$ cat src/sv/assert_macros.svh
// Assertion macros shared by the allocator RTL.
// No dependencies; included by files that carry concurrent checks.
`ifndef ASSERT_MACROS_SVH
`define ASSERT_MACROS_SVH

// Condition must hold on every clock edge outside reset.
`define ASSERT_ALWAYS(label, clk, rst, cond) \
  label: assert property (@(posedge clk) disable iff (rst) (cond)) \
    else $error("assertion failed");

// Antecedent true implies consequent true in the same cycle.
`define ASSERT_IMPLIES(label, clk, rst, ante, cons) \
  label: assert property (@(posedge clk) disable iff (rst) (ante) |-> (cons)) \
    else $error("assertion failed");

`endif

$ cat src/sv/bdba_pkg.sv
// Constants and types for the bitmap disk block allocator.
// No dependencies; imported by bitmap_disk_block_allocator.
package bdba_pkg;

  localparam int MAP_BYTES         = 8;
  localparam int BITS_PER_BYTE     = 8;
  localparam int SECTORS_PER_TRACK = 4;
  localparam int FILE_SLOTS        = 16;
  localparam int NUM_BLOCKS        = MAP_BYTES * BITS_PER_BYTE;
  localparam int RESULT_LIMIT      = 64;

  localparam int BLK_W    = $clog2(NUM_BLOCKS);
  localparam int BIT_W    = $clog2(BITS_PER_BYTE);
  localparam int SEC_W    = $clog2(SECTORS_PER_TRACK);
  localparam int FID_W    = $clog2(FILE_SLOTS);
  localparam int CNT_W    = $clog2(RESULT_LIMIT + 1);
  localparam int STATUS_W = 3;

  typedef logic [STATUS_W-1:0] status_t;

  localparam status_t ST_GRANT      = 3'd0;
  localparam status_t ST_FREED      = 3'd1;
  localparam status_t ST_ALLOC_FAIL = 3'd2;
  localparam status_t ST_UNKNOWN    = 3'd3;
  localparam status_t ST_IN_USE     = 3'd4;

  localparam logic OP_ALLOC   = 1'b0;
  localparam logic OP_RECYCLE = 1'b1;

endpackage

$ cat src/sv/bitmap_disk_block_allocator.sv
// Bitmap disk block allocator: a rejected request gives its one result in the cycle after accept;
// otherwise the bitmap is scanned from block 0, one block per cycle unless the output stalls,
// and the request holds the allocator until the scan has reached its last block.
// No new item until the last result is out or leaving.
// Reset (synchronous) frees every block, clears the file table and sets the free count to 64.
// Depends on bdba_pkg and assert_macros.svh.
`include "assert_macros.svh"

module bitmap_disk_block_allocator
  import bdba_pkg::*;
(
  input  logic                 clk,
  input  logic                 rst,
  input  logic                 in_valid,
  output logic                 in_stall,
  input  logic                 operation,
  input  logic [FID_W-1:0]     file_id,
  input  logic [CNT_W-1:0]     block_count,
  output logic                 out_valid,
  input  logic                 out_stall,
  output logic [STATUS_W-1:0]  status,
  output logic [BLK_W-1:0]     block_index,
  output logic [BLK_W-BIT_W-1:0] cylinder,
  output logic [BIT_W-SEC_W-1:0] track,
  output logic [SEC_W-1:0]     sector,
  output logic                 last
);

  localparam logic S_IDLE = 1'b0;
  localparam logic S_SCAN = 1'b1;

  logic                  state;
  logic [NUM_BLOCKS-1:0] used;
  logic [FID_W-1:0]      owner_mem [NUM_BLOCKS];
  logic [FID_W-1:0]      owner_q;
  logic [FILE_SLOTS-1:0] active;
  logic [CNT_W-1:0]      file_len [FILE_SLOTS];
  logic [CNT_W-1:0]      free_blocks;
  logic                  op_q;
  logic [FID_W-1:0]      fid_q;
  logic [CNT_W-1:0]      remain;
  logic [BLK_W-1:0]      idx;

  logic             out_free;
  logic             in_accept;
  logic             step;
  logic             hit;
  logic             finish;
  logic [BLK_W-1:0] rd_addr;
  logic             req_fail;
  status_t          fail_status;

  assign out_free  = !out_valid || !out_stall;
  assign in_stall  = (state != S_IDLE) || !out_free;
  assign in_accept = in_valid && !in_stall;
  assign step      = (state == S_SCAN) && out_free;
  assign hit       = (op_q == OP_RECYCLE) ? (used[idx] && owner_q == fid_q) : !used[idx];
  assign finish    = step && hit && (remain == CNT_W'(1));

  // owner_q tracks owner_mem[idx] during the scan; idle points it at block 0
  always_comb begin
    if (state == S_IDLE) begin
      rd_addr = '0;
    end else if (step && !finish) begin
      rd_addr = idx + BLK_W'(1);
    end else begin
      rd_addr = idx;
    end
  end

  always_comb begin
    req_fail    = 1'b0;
    fail_status = ST_ALLOC_FAIL;
    if (operation == OP_ALLOC) begin
      if (block_count == '0) begin
        req_fail = 1'b1;
      end else if (active[file_id]) begin
        req_fail    = 1'b1;
        fail_status = ST_IN_USE;
      end else if (block_count > CNT_W'(RESULT_LIMIT) || block_count > free_blocks) begin
        req_fail = 1'b1;
      end
    end else if (!active[file_id]) begin
      req_fail    = 1'b1;
      fail_status = ST_UNKNOWN;
    end
  end

  always_ff @(posedge clk) begin
    if (step && hit && op_q == OP_ALLOC) begin
      owner_mem[idx] <= fid_q;
    end
    owner_q <= owner_mem[rd_addr];
  end

  always_ff @(posedge clk) begin
    if (in_accept && !req_fail && operation == OP_ALLOC) begin
      file_len[file_id] <= block_count;
    end
  end

  always_ff @(posedge clk) begin
    if (rst) begin
      state       <= S_IDLE;
      used        <= '0;
      active      <= '0;
      free_blocks <= CNT_W'(NUM_BLOCKS);
      out_valid   <= 1'b0;
    end else begin
      if ((in_accept && req_fail) || (step && hit)) begin
        out_valid <= 1'b1;
      end else if (!out_stall) begin
        out_valid <= 1'b0;
      end
      if (in_accept) begin
        op_q  <= operation;
        fid_q <= file_id;
        idx   <= '0;
        if (req_fail) begin
          status      <= fail_status;
          block_index <= '0;
          cylinder    <= '0;
          track       <= '0;
          sector      <= '0;
          last        <= 1'b1;
        end else begin
          state <= S_SCAN;
          if (operation == OP_ALLOC) begin
            remain          <= block_count;
            active[file_id] <= 1'b1;
          end else begin
            remain          <= file_len[file_id];
            active[file_id] <= 1'b0;
          end
        end
      end else if (step) begin
        if (hit) begin
          block_index <= idx;
          cylinder    <= idx[BLK_W-1:BIT_W];
          track       <= idx[BIT_W-1:SEC_W];
          sector      <= idx[SEC_W-1:0];
          last        <= finish;
          remain      <= remain - CNT_W'(1);
          if (op_q == OP_ALLOC) begin
            status      <= ST_GRANT;
            used[idx]   <= 1'b1;
            free_blocks <= free_blocks - CNT_W'(1);
          end else begin
            status      <= ST_FREED;
            used[idx]   <= 1'b0;
            free_blocks <= free_blocks + CNT_W'(1);
          end
        end
        if (finish) begin
          state <= S_IDLE;
        end else begin
          idx <= idx + BLK_W'(1);
        end
      end
    end
  end

  `ASSERT_ALWAYS(free_count_matches_map, clk, rst, free_blocks == NUM_BLOCKS - $countones(used))
  `ASSERT_IMPLIES(scan_has_work_left, clk, rst, state == S_SCAN, remain != '0)
  `ASSERT_IMPLIES(scan_ends_by_last_block, clk, rst, step && idx == BLK_W'(NUM_BLOCKS - 1), finish)
  `ASSERT_IMPLIES(reject_is_single_item, clk, rst, out_valid && (status == ST_ALLOC_FAIL || status == ST_UNKNOWN || status == ST_IN_USE), last && block_index == '0)

endmodule

$ cat config.mk
export PLATFORM = sky130hd
export DESIGN_NAME = bitmap_disk_block_allocator
export DESIGN_NICKNAME = d
export VERILOG_FILES = /design/src/sv/bdba_pkg.sv /design/src/sv/bitmap_disk_block_allocator.sv
export VERILOG_INCLUDE_DIRS = /design/src /design/src/sv
export SDC_FILE = /design/constraint.sdc
export NUM_CORES = 1
export LEC_CHECK = 0
export ABC_CLOCK_PERIOD_IN_PS = 5000
export BUFFER_PORTS_ARGS = -buffer_cell sky130_fd_sc_hd__buf_4
export CORE_ASPECT_RATIO = 0.9
export CORE_MARGIN = 5
export CORE_UTILIZATION = 30
export DETAILED_ROUTE_END_ITERATION = 7
export GPL_ROUTABILITY_DRIVEN = 0
export HOLD_SLACK_MARGIN = 0.03
export MAX_ROUTING_LAYER = met4
export PLACE_DENSITY = 0.42
export REMOVE_ABC_BUFFERS = 1
export SKIP_CTS_REPAIR_TIMING = 1
export SLEW_MARGIN = 20
export SYNTH_ARGS = -nofsm -noshare
export SYNTH_HDL_FRONTEND = slang
export SYNTH_SLANG_ARGS = --single-unit
$ cat constraint.sdc
create_clock -name clk -period 5 [get_ports clk]
set_input_delay 0.75 -clock clk [delete_from_list [all_inputs] [get_ports clk]]
set_output_delay 0.75 -clock clk [all_outputs]
set_load 0.05 [all_outputs]
Word level (Yosys, flattened, before mapping)
Memory sizes are Yosys's and may differ from the RTL's. A register that Yosys moved wholly into a read port is not among the register bits.
Cells that the tools add are included.
Storage, ports and cells
  input port bits: 16
  bits in registers: 123
  memory bits (read-only): 0
  memories kept: 2
  RAM bits: 368
  bits in latches: 0
Memories
  owner_mem: depth 64, bits a word 4, read ports 1, clocked after memory_dff 1, write ports 1, line bitmap_disk_block_allocator.sv:34  | logic [FID_W-1:0] owner_mem [NUM_BLOCKS];
  file_len: depth 16, bits a word 7, read ports 1, clocked after memory_dff 0, write ports 1, line bitmap_disk_block_allocator.sv:37  | logic [CNT_W-1:0] file_len [FILE_SLOTS];
Operators by class
  $add $sub $neg: 4
  bitwise logic cells: 11
  order comparisons: 6
  shifts and indexed selects: 0
  reductions and logical operators: 34
  equality and inequality tests: 6
  multiply operators: 0
  divide/modulo/power cells: 0
  mux-type cells: 65
Operators by type and width (count)
  64-bit bitwise AND: 1
  64-bit 2-to-1 mux: 1
  64-bit inverter: 1
  64-bit bitwise OR: 1
  6-bit 2-to-1 mux: 8
  7-bit 2-to-1 mux: 6
  3-bit 2-to-1 mux: 11
  1-bit 2-to-1 mux: 30
  16-bit bitwise AND: 1
  16-bit 2-to-1 mux: 1
  16-bit inverter: 1
  16-bit bitwise OR: 1
  7-bit by 1-bit subtractor with 7-bit output (second input constant): 2
  1-bit logical AND: 12
  3-bit AND reduction: 3
  2-bit 2-to-1 mux: 4
  4-bit AND reduction: 2
  7-bit by 1-bit adder with 7-bit output (second input constant): 1
  7-bit by 1-bit == test with 1-bit output (second input constant): 1
  7-bit > comparator: 1
  7-bit > comparator (second input constant): 1
  1-bit logical NOT: 7
  7-bit logical NOT: 1
  6-bit by 7-bit less-than comparator with 1-bit output (second input constant): 1
  15 further kinds: 27

Longest topological paths before layout
Gate-level depths: netlist of run 1.
  depth in word-level cells: 11
  gate-level depth with buffers: 15
  depth with buffers taken out: 13

Worst setup path after synthesis of run 1
Ideal clock, no wire load.
  path type: input to register
  from: input port file_id[0]
  to: memory file_len[5][0] (netlist bit) (enable)
  cell stages on the path: 10
  path slack: 1.173 ns
  buffers on the path: 1
  arrival: 3.508 ns
  library setup time: 0.319 ns
  cell sequence: clkbuf_1 mux4_2 mux4_2 nor4b_1 a22o_1 nand2_1 nor2_1 nand2_1 or2_2 inv_1
Between the ends
  cells in the longest elaborated chain, start to end: 10
  elaborated cells between the ends (all ways): 11
RTL lines
  start: declaration: line bitmap_disk_block_allocator.sv:17  | input logic [FID_W-1:0] file_id,
  1-bit binary-select mux with 4-bit select: line bitmap_disk_block_allocator.sv:77, bitmap_disk_block_allocator.sv:83
  1-bit 2-to-1 mux (implied by the code): line bitmap_disk_block_allocator.sv:77, bitmap_disk_block_allocator.sv:83
  1-bit 2-to-1 mux: line bitmap_disk_block_allocator.sv:77  | end else if (active[file_id]) begin
  1-bit 2-to-1 mux: line bitmap_disk_block_allocator.sv:75  | if (block_count == '0) begin
  1-bit 2-to-1 mux: line bitmap_disk_block_allocator.sv:74  | if (operation == OP_ALLOC) begin
  1-bit logical NOT: line bitmap_disk_block_allocator.sv:97  | if (in_accept && !req_fail && operation == OP_ALLOC) begin
  1-bit logical AND (2 in a row): line bitmap_disk_block_allocator.sv:97
  1-bit 2-to-1 mux: line bitmap_disk_block_allocator.sv:97
  1-bit 2-to-1 mux (implied by the code): line bitmap_disk_block_allocator.sv:98  | file_len[file_id] <= block_count;
  end: declaration: line bitmap_disk_block_allocator.sv:37
Parallel ways exist; a longest one is shown, timed or not. The select of a mux whose other input is x is not followed.

Final worst setup path of run 1
  from: register idx[0]
  to: register owner_q[2], read port of owner_mem
Between the ends
  cells in the longest elaborated chain, start to end: 10
  elaborated cells between the ends (all ways): 12
RTL lines
  start: declaration: line bitmap_disk_block_allocator.sv:42  | logic [BLK_W-1:0] idx;
  start signal: assignment: line bitmap_disk_block_allocator.sv:157  | idx <= idx + BLK_W'(1);
  1-bit binary-select mux with 6-bit select: line bitmap_disk_block_allocator.sv:57  | assign hit = (op_q == OP_RECYCLE) ? (used[idx] && owner_q == fid_q) : !used[idx];
  1-bit 2-to-1 mux (implied by the code): line bitmap_disk_block_allocator.sv:57
  1-bit logical NOT or 1-bit logical AND (tied branches): line bitmap_disk_block_allocator.sv:57
  1-bit 2-to-1 mux: line bitmap_disk_block_allocator.sv:57
  1-bit logical AND (2 in a row): line bitmap_disk_block_allocator.sv:58  | assign finish = step && hit && (remain == CNT_W'(1));
  1-bit logical NOT: line bitmap_disk_block_allocator.sv:64  | end else if (step && !finish) begin
  1-bit logical AND: line bitmap_disk_block_allocator.sv:64
  6-bit 2-to-1 mux (*): line bitmap_disk_block_allocator.sv:64
  6-bit 2-to-1 mux (*): line bitmap_disk_block_allocator.sv:62  | if (state == S_IDLE) begin
  end: declaration: line bitmap_disk_block_allocator.sv:35  | logic [FID_W-1:0] owner_q;
Every way passes the cells marked *; elsewhere a longest branch is shown, timed or not. The select of a mux whose other input is x is not followed.
A chain may end at the register's enable or synchronous reset.

==> impl_results.md, run 1 <==
- RSZ-0062 raised after global routing: no
- Share of layout cells above drive strength 1: 15.08%
- WP data arrival: 5.15 ns
- Reg2reg path depth: 14
- Critical R2R Launch: idx[0]
- Max Clk Rate: 215.8 MHz
- Clock transition at the registers of the reported paths: 0.06 ns
- Syn_area_per_cell: 12.95 um^2
- Net count, final: 1731
- Ys Warns: 0
- TritonRoute pass-1 iters: 6
- H-tree depth: 2
- Vias per cell: 5.110
- Post-synth EDFFs: 396
- Final Power: 8.955 mW
- # setup viols final: 0
- # DRC: 0
- Worst setup path class: reg -> reg
- Clock skew: 0.02707 ns
- Area delta synth->final: 15.55%
- Drt initial violations: 1046
- TritonCTS Sinks: 489
- Minimum clock period: 4.635 ns
- Max cap viols: 0
- Root buffer cell: clkbuf_16
- Routed wire length: 62850 um
- Worst Tran Pin Value: 0.9476 ns
- Most used DFF post-synth: edfxtp_1
- I/O Pins: 34
- Critical path startpoint category: flip-flop
- Vias: 13.71k
- Setup tns final: 0 ns
- CTS tree: built
- Synthesized flop and latch total: 489
- Die area: 76140 um^2
- Max transition margin: 36.59%
- First-pass GRT wire length: 92800 um
- Clock Path Buffers: 3
- Synth area leaders: edfxtp_1 56%, dfxtp_1 8.8%, mux2i_1 5.0%
- Commonest cells in the synthesized netlist: 396 x edfxtp_1, 224 x nand2_1, 107 x mux2i_1
- Vias in the first global route: 13.53k
- Synth Instances: 1638
- Critical Path RT: 5.52 ns
- Leakage: 9.011 nW
- Worst hold slack: 0.4760 ns
- R2r setup slk: 0.37 ns
- Routed len/inst: 23.42 um
- CP Capture Type: flip-flop
- Placed Cells: 2582
- Period utilization: 92.69%
- Initial antenna violation count: 0
- Post-synth top area cell: edfxtp_1
- TritonCTS buffer count: 55
- Power density over the cells: 365.3 nW/um^2
- Total core area: 70100 um^2
- Synth cell types: 70
- Async SR Flop Fraction: 0%
- Detailed Place HPWL: 43070 um
- Critical Path Start: idx[0]
- Max IR drop VDD: 0.0002322 V
- Hold Vio Cnt, Final: 0
- Maximum fanout along the worst path: 26
- Pin count of the biggest net entering global routing: 65
- Core Util, Final: 34.97%
- Layout fillers: 6888
- Total gr overflow: 0
- # rows: 92
- Skew-Pair Late Insertion Delay: 0.61 ns
- Fin. max-slew vios: 0
- Synth Cell Area: 21220 um^2
- Antenna Nets Post-Route: 0
- Count leader, synth: edfxtp_1
- Synth top area share: 56.05%
- Crit path to: owner_q[2]
- Total track usage: 16.45%
- Ant. Diodes: 0
- Outcome: complete, no violations
- HP Class: reg -> reg
- Reg2Reg Capture Point: owner_q[2]
- Die X: 290.3 um
- Final non-filler cell total: 2684
- Starting Density: 30.26%
- Sequential share of the synthesized area: 64.83%
- Die height: 262.3 um
- PortBufs: 33
-- final cells by class --
cell class                 count  area (um^2)  area share, %
sequential                   489        13750          56.10
multi-input combinational    962         6710          27.37
clock buffer                  72         1523          6.211
tap                          940         1176          4.798
timing repair buffer         101        808.3          3.297
inverter                      90        337.8          1.378
clock inverter                30        206.4         0.8421
-- power by group --
| group | switching, mW | total [mW] | internal (mW) | leakage (nW) |
|---|---|---|---|---|
| registers | 0.0304 | 4.45 | 4.42 | 4.32 |
| logic | 0.407 | 0.617 | 0.209 | 3.83 |
| clock network | 1.65 | 3.89 | 2.24 | 0.863 |
| total | 2.09 | 8.96 | 6.87 | 9.01 |
-- cells in the final DEF (no fill, tap or decap), drive strengths merged, types with 17 or more instances in the layout --
cell,n
a32oi,19
a21oi,99
o21ai,94
mux2i,108
or2,17
clkinv,26
nand3,24
nand2,224
nor2,66
mux4,41
edfxtp,396
buf,101
clkbuf,72
a211oi,24
inv,92
and2,19
dfxtp,93
a22oi,23
-- stage by stage --
step | worst slack (ns) | cell area [um^2]
floorplan | -3.214 | 20750
global placement | 0.4882 | 22790
detailed placement | 0.4642 | 22790
CTS | 0.4353 | 24510
global route | 0.1756 | 24510
finish | 0.3655 | 24510
-- cell families (layout without fill, tap and decap cells) --
group                    count (synthesis)  in the layout  share of synthesized area, %
buffers and inverters                  187            293                         3.804
flip-flops                             489            489                         64.83
adder cells (fa/ha/maj)                 16             16                        0.9790
multiplexers                           156            156                         9.837
AO/OA/AOI/OAI                          337            337                         10.31
XOR/XNOR                                22             22                        0.9437
AND/OR/NAND/NOR                        431            431                         9.301
-- worst min-delay path by stage --
stage / slack [ns] / end / depth (start not counted) / startpoint
2_1_floorplan: 0.44 / flip-flop / 2 / flip-flop
3_3_place_gp: 0.46 / flip-flop / 2 / flip-flop
3_5_place_dp: 0.47 / flip-flop / 2 / flip-flop
4_1_cts: 0.48 / flip-flop / 2 / flip-flop
5_1_grt: 0.49 / flip-flop / 2 / flip-flop
6_report: 0.48 / flip-flop / 2 / flip-flop
-- layer usage --
metal | global-route usage [%] | vias up | share of wire [%]
met5 | - | - | 0
met4 | 3.538 | 0 | 1.8
met3 | 2.334 | 84 | 5.1
met2 | 23.39 | 381 | 43
met1 | 25.06 | 7008 | 51
li1 | - | 6241 | -
-- worst max-delay path, cell delays in order, from the launching register on --
cell and delay [ns]:
edfxtp_1 0.45, buf_4 0.44, mux2i_1 0.30, a22oi_1 0.13, nand3_1 0.17, nand4_1 0.17
buf_4 0.20, o21ai_0 0.45, nand3_4 0.30, mux2i_4 0.37, buf_12 0.22, a32o_1 0.23
a2111oi_0 0.76, a311oi_1 0.11, a211oi_1 0.22
(Power assumes the default switching activity.)
==> inputs of run 2 (changes only) <==
Settings changed: CORE_UTILIZATION 30 to 40, PLACE_DENSITY 0.42 to 0.53.
==> run 2 against run 1 <==
Effect of this change:
- clock-buffer cell count shrank 7
- critical path type unchanged
- clock skew grew 0.0011 ns
- power decreased by 1.9%
- sequential power hardly changed
- register-to-register slack got worse by 0.11 ns
- critical endpoint is now owner_q[1]
- utilization rose by 11 points
- largest power group unchanged
- worst hold slack got worse by 0.0022 ns
- die area is 24% lower
- first-iteration DRC count up 37%
- wire length shrank 8.4%
- maximum frequency fell by 2.3%
- flip-flop and latch count did not move
- largest cell class unchanged
==> impl_results.md, run 2 (synthesis gave the netlist of run 1 again) <==
- Outcome: complete, no violations
- # rows: 80 (-13%)
- Finished layout cell area: 24120 um^2 (-1.6%)
- CP peak stage delay: 0.87 ns (+0.11 ns)
- Period utilization: 94.86% (+2.2 points)
- H-tree depth: 2 (unchanged)
- Ordered list of cells on the worst path: and2_1 -> a22oi_1 -> nand3_1 -> nand4_1 -> o21ai_0 -> nand3_4 -> mux2i_2 -> buf_4 -> a221oi_1 -> a211oi_1 -> nor4_1
- Critical path startpoint category: flip-flop
- Die area: 57750 um^2 (-24%)
- Net count, final: 1724 (-0.40%)
- Fin. max-slew vios: 0 (unchanged)
- # DRC: 0 (unchanged)
- HP Class: reg -> reg
- WP data arrival: 5.19 ns (+0.04 ns)
- Most common cell after layout, fill and taps aside: edfxtp_1
- Max transition margin: 30.67% (-5.9 points)
- Hold path depth: 2 (unchanged)
- Minimum clock period: 4.743 ns (+0.1085 ns)
- Power density over the cells: 364.4 nW/um^2 (-0.26%)
- Worst setup path class: reg -> reg
- Reg2reg path depth: 11 (-3)
- Critical Path RT: 5.45 ns (-0.07 ns)
- TritonCTS buffer count: 52 (-5.5%)
- Worst Setup Slack, final: 0.2569 ns (-0.1085 ns)
- TritonRoute pass-1 iters: 5 (-1)
- Core Util, Final: 45.72% (+11 points)
- CTS tree: built
- Drt initial violations: 1432 (+37%)
- Final Power: 8.788 mW (-1.9%)
- Placed Cells: 2335 (-9.6%)
- Ant. Diodes: 0 (unchanged)
- Commonest cells after routing, fill and taps aside: 396 x edfxtp_1, 224 x nand2_1, 105 x mux2i_1
- Routed wire length: 57580 um (-8.4%)
- I/O Pins: 34 (unchanged)
- Vias in the first global route: 13.31k (-1.7%)
- CP max stage cell: mux2i_2
- Antenna Nets Post-Route: 0 (unchanged)
- First-pass GRT wire length: 86480 um (-6.8%)
- Starting Density: 40.22% (+10 points)
- Max cap viols: 0 (unchanged)
- Layout fillers: 4720 (-31%)
- Clock Path Buffers: 3 (unchanged)
- Hold Vio Cnt, Final: 0 (unchanged)
- CP Capture Type: flip-flop
- Total core area: 52750 um^2 (-25%)
- Vias per cell: 5.644 (+10%)
- TritonCTS Sinks: 489 (unchanged)
- Initial antenna violation count: 0 (unchanged)
- Area delta synth->final: 13.68%
- # setup viols final: 0 (unchanged)
- Skew-Pair Late Insertion Delay: 0.60 ns (about the same)
- Clock transition at the registers of the reported paths: 0.06 ns (about the same)
- Routed len/inst: 23.68 um (+1.1%)
- Vias: 13.72k (+0.044%)
- Total gr overflow: 0 (unchanged)
- Max IR drop VDD: 0.0002823 V (+22%)
- PortBufs: 33 (unchanged)
- Placed Area: 22460 um^2 (-1.4%)
- Worst Tran Pin Value: 1.040 ns (+0.09236 ns)
- Detailed Place HPWL: 39390 um (-8.5%)
- Root buffer cell: clkbuf_16
- RSZ-0062 raised after global routing: no
- Die X: 252.8 um (-13%)
- Total track usage: 20.22% (+3.8 points)
- Pin count of the biggest net entering global routing: 65 (unchanged)
- Clock skew: 0.02815 ns (+0.001081 ns)
- Share of layout cells above drive strength 1: 14.65% (-0.43 points)
- DP Worst Slack: 0.1960 ns (-0.2683 ns)
- Max Clk Rate: 210.8 MHz (-2.3%)
- Die height: 228.5 um (-13%)
- Leakage: 8.926 nW (-0.95%)
- Final non-filler cell total: 2431 (-9.4%)
- Maximum fanout along the worst path: 13 (-50%)
-- run 2: where the power goes --
part / internal, mW / total (mW) / leakage, nW / switching (mW)
clock network: 2.15 / 3.74 / 0.800 / 1.59
registers: 4.42 / 4.45 / 4.32 / 0.0303
logic: 0.208 / 0.596 / 3.81 / 0.388
total: 6.78 / 8.79 / 8.93 / 2.01
-- run 2: metrics by stage --
step / hold WS (ns) / setup TNS (ns)
after floorplan: 0.4390 / -12.84
after global placement: 0.4551 / 0
after detailed placement: 0.4660 / 0
after CTS: 0.4743 / 0
after global routing: 0.4951 / 0
final: 0.4737 / 0
-- run 2: worst paths after layout --
check | start | endpoint | slack (ns)
worst max-delay path | idx[1] | owner_q[1] | 0.26
worst min-delay path | flip-flop | flip-flop | 0.47
worst max register to register | idx[1] | owner_q[1] | 0.26
worst min register to register | flip-flop | flip-flop | 0.47
-- run 2: final cells by class --
| type | instances | area, um^2 | share of cell area (%) |
|---|---|---|---|
| Sequential cell | 489 | 13750 | 57.02 |
| Timing Repair Buffer | 97 | 798.3 | 3.310 |
| Tap cell | 697 | 872.1 | 3.616 |
| Clock buffer | 65 | 1370 | 5.681 |
| Clock inverter | 31 | 276.5 | 1.147 |
| Multi-Input combinational cell | 962 | 6710 | 27.82 |
| Inverter | 90 | 337.8 | 1.401 |
-- run 2: worst max-delay path, delay by kind of cell (launching register included) --
kind                   cells  cell delay, ns
multiplexers               1            0.87
flip-flops                 1            0.58
AND/OR/NAND/NOR            5            1.37
buffers and inverters      1            0.28
AO/OA/AOI/OAI              4            1.46
-- run 2: per-layer routing --
metal,vias up,routed length [um],track usage (%)
li1,6220,-,-
met1,6924,27650,30.86
met2,481,24640,28.33
met3,95,3874,3.209
met4,0,1417,5.196
met5,-,0,-
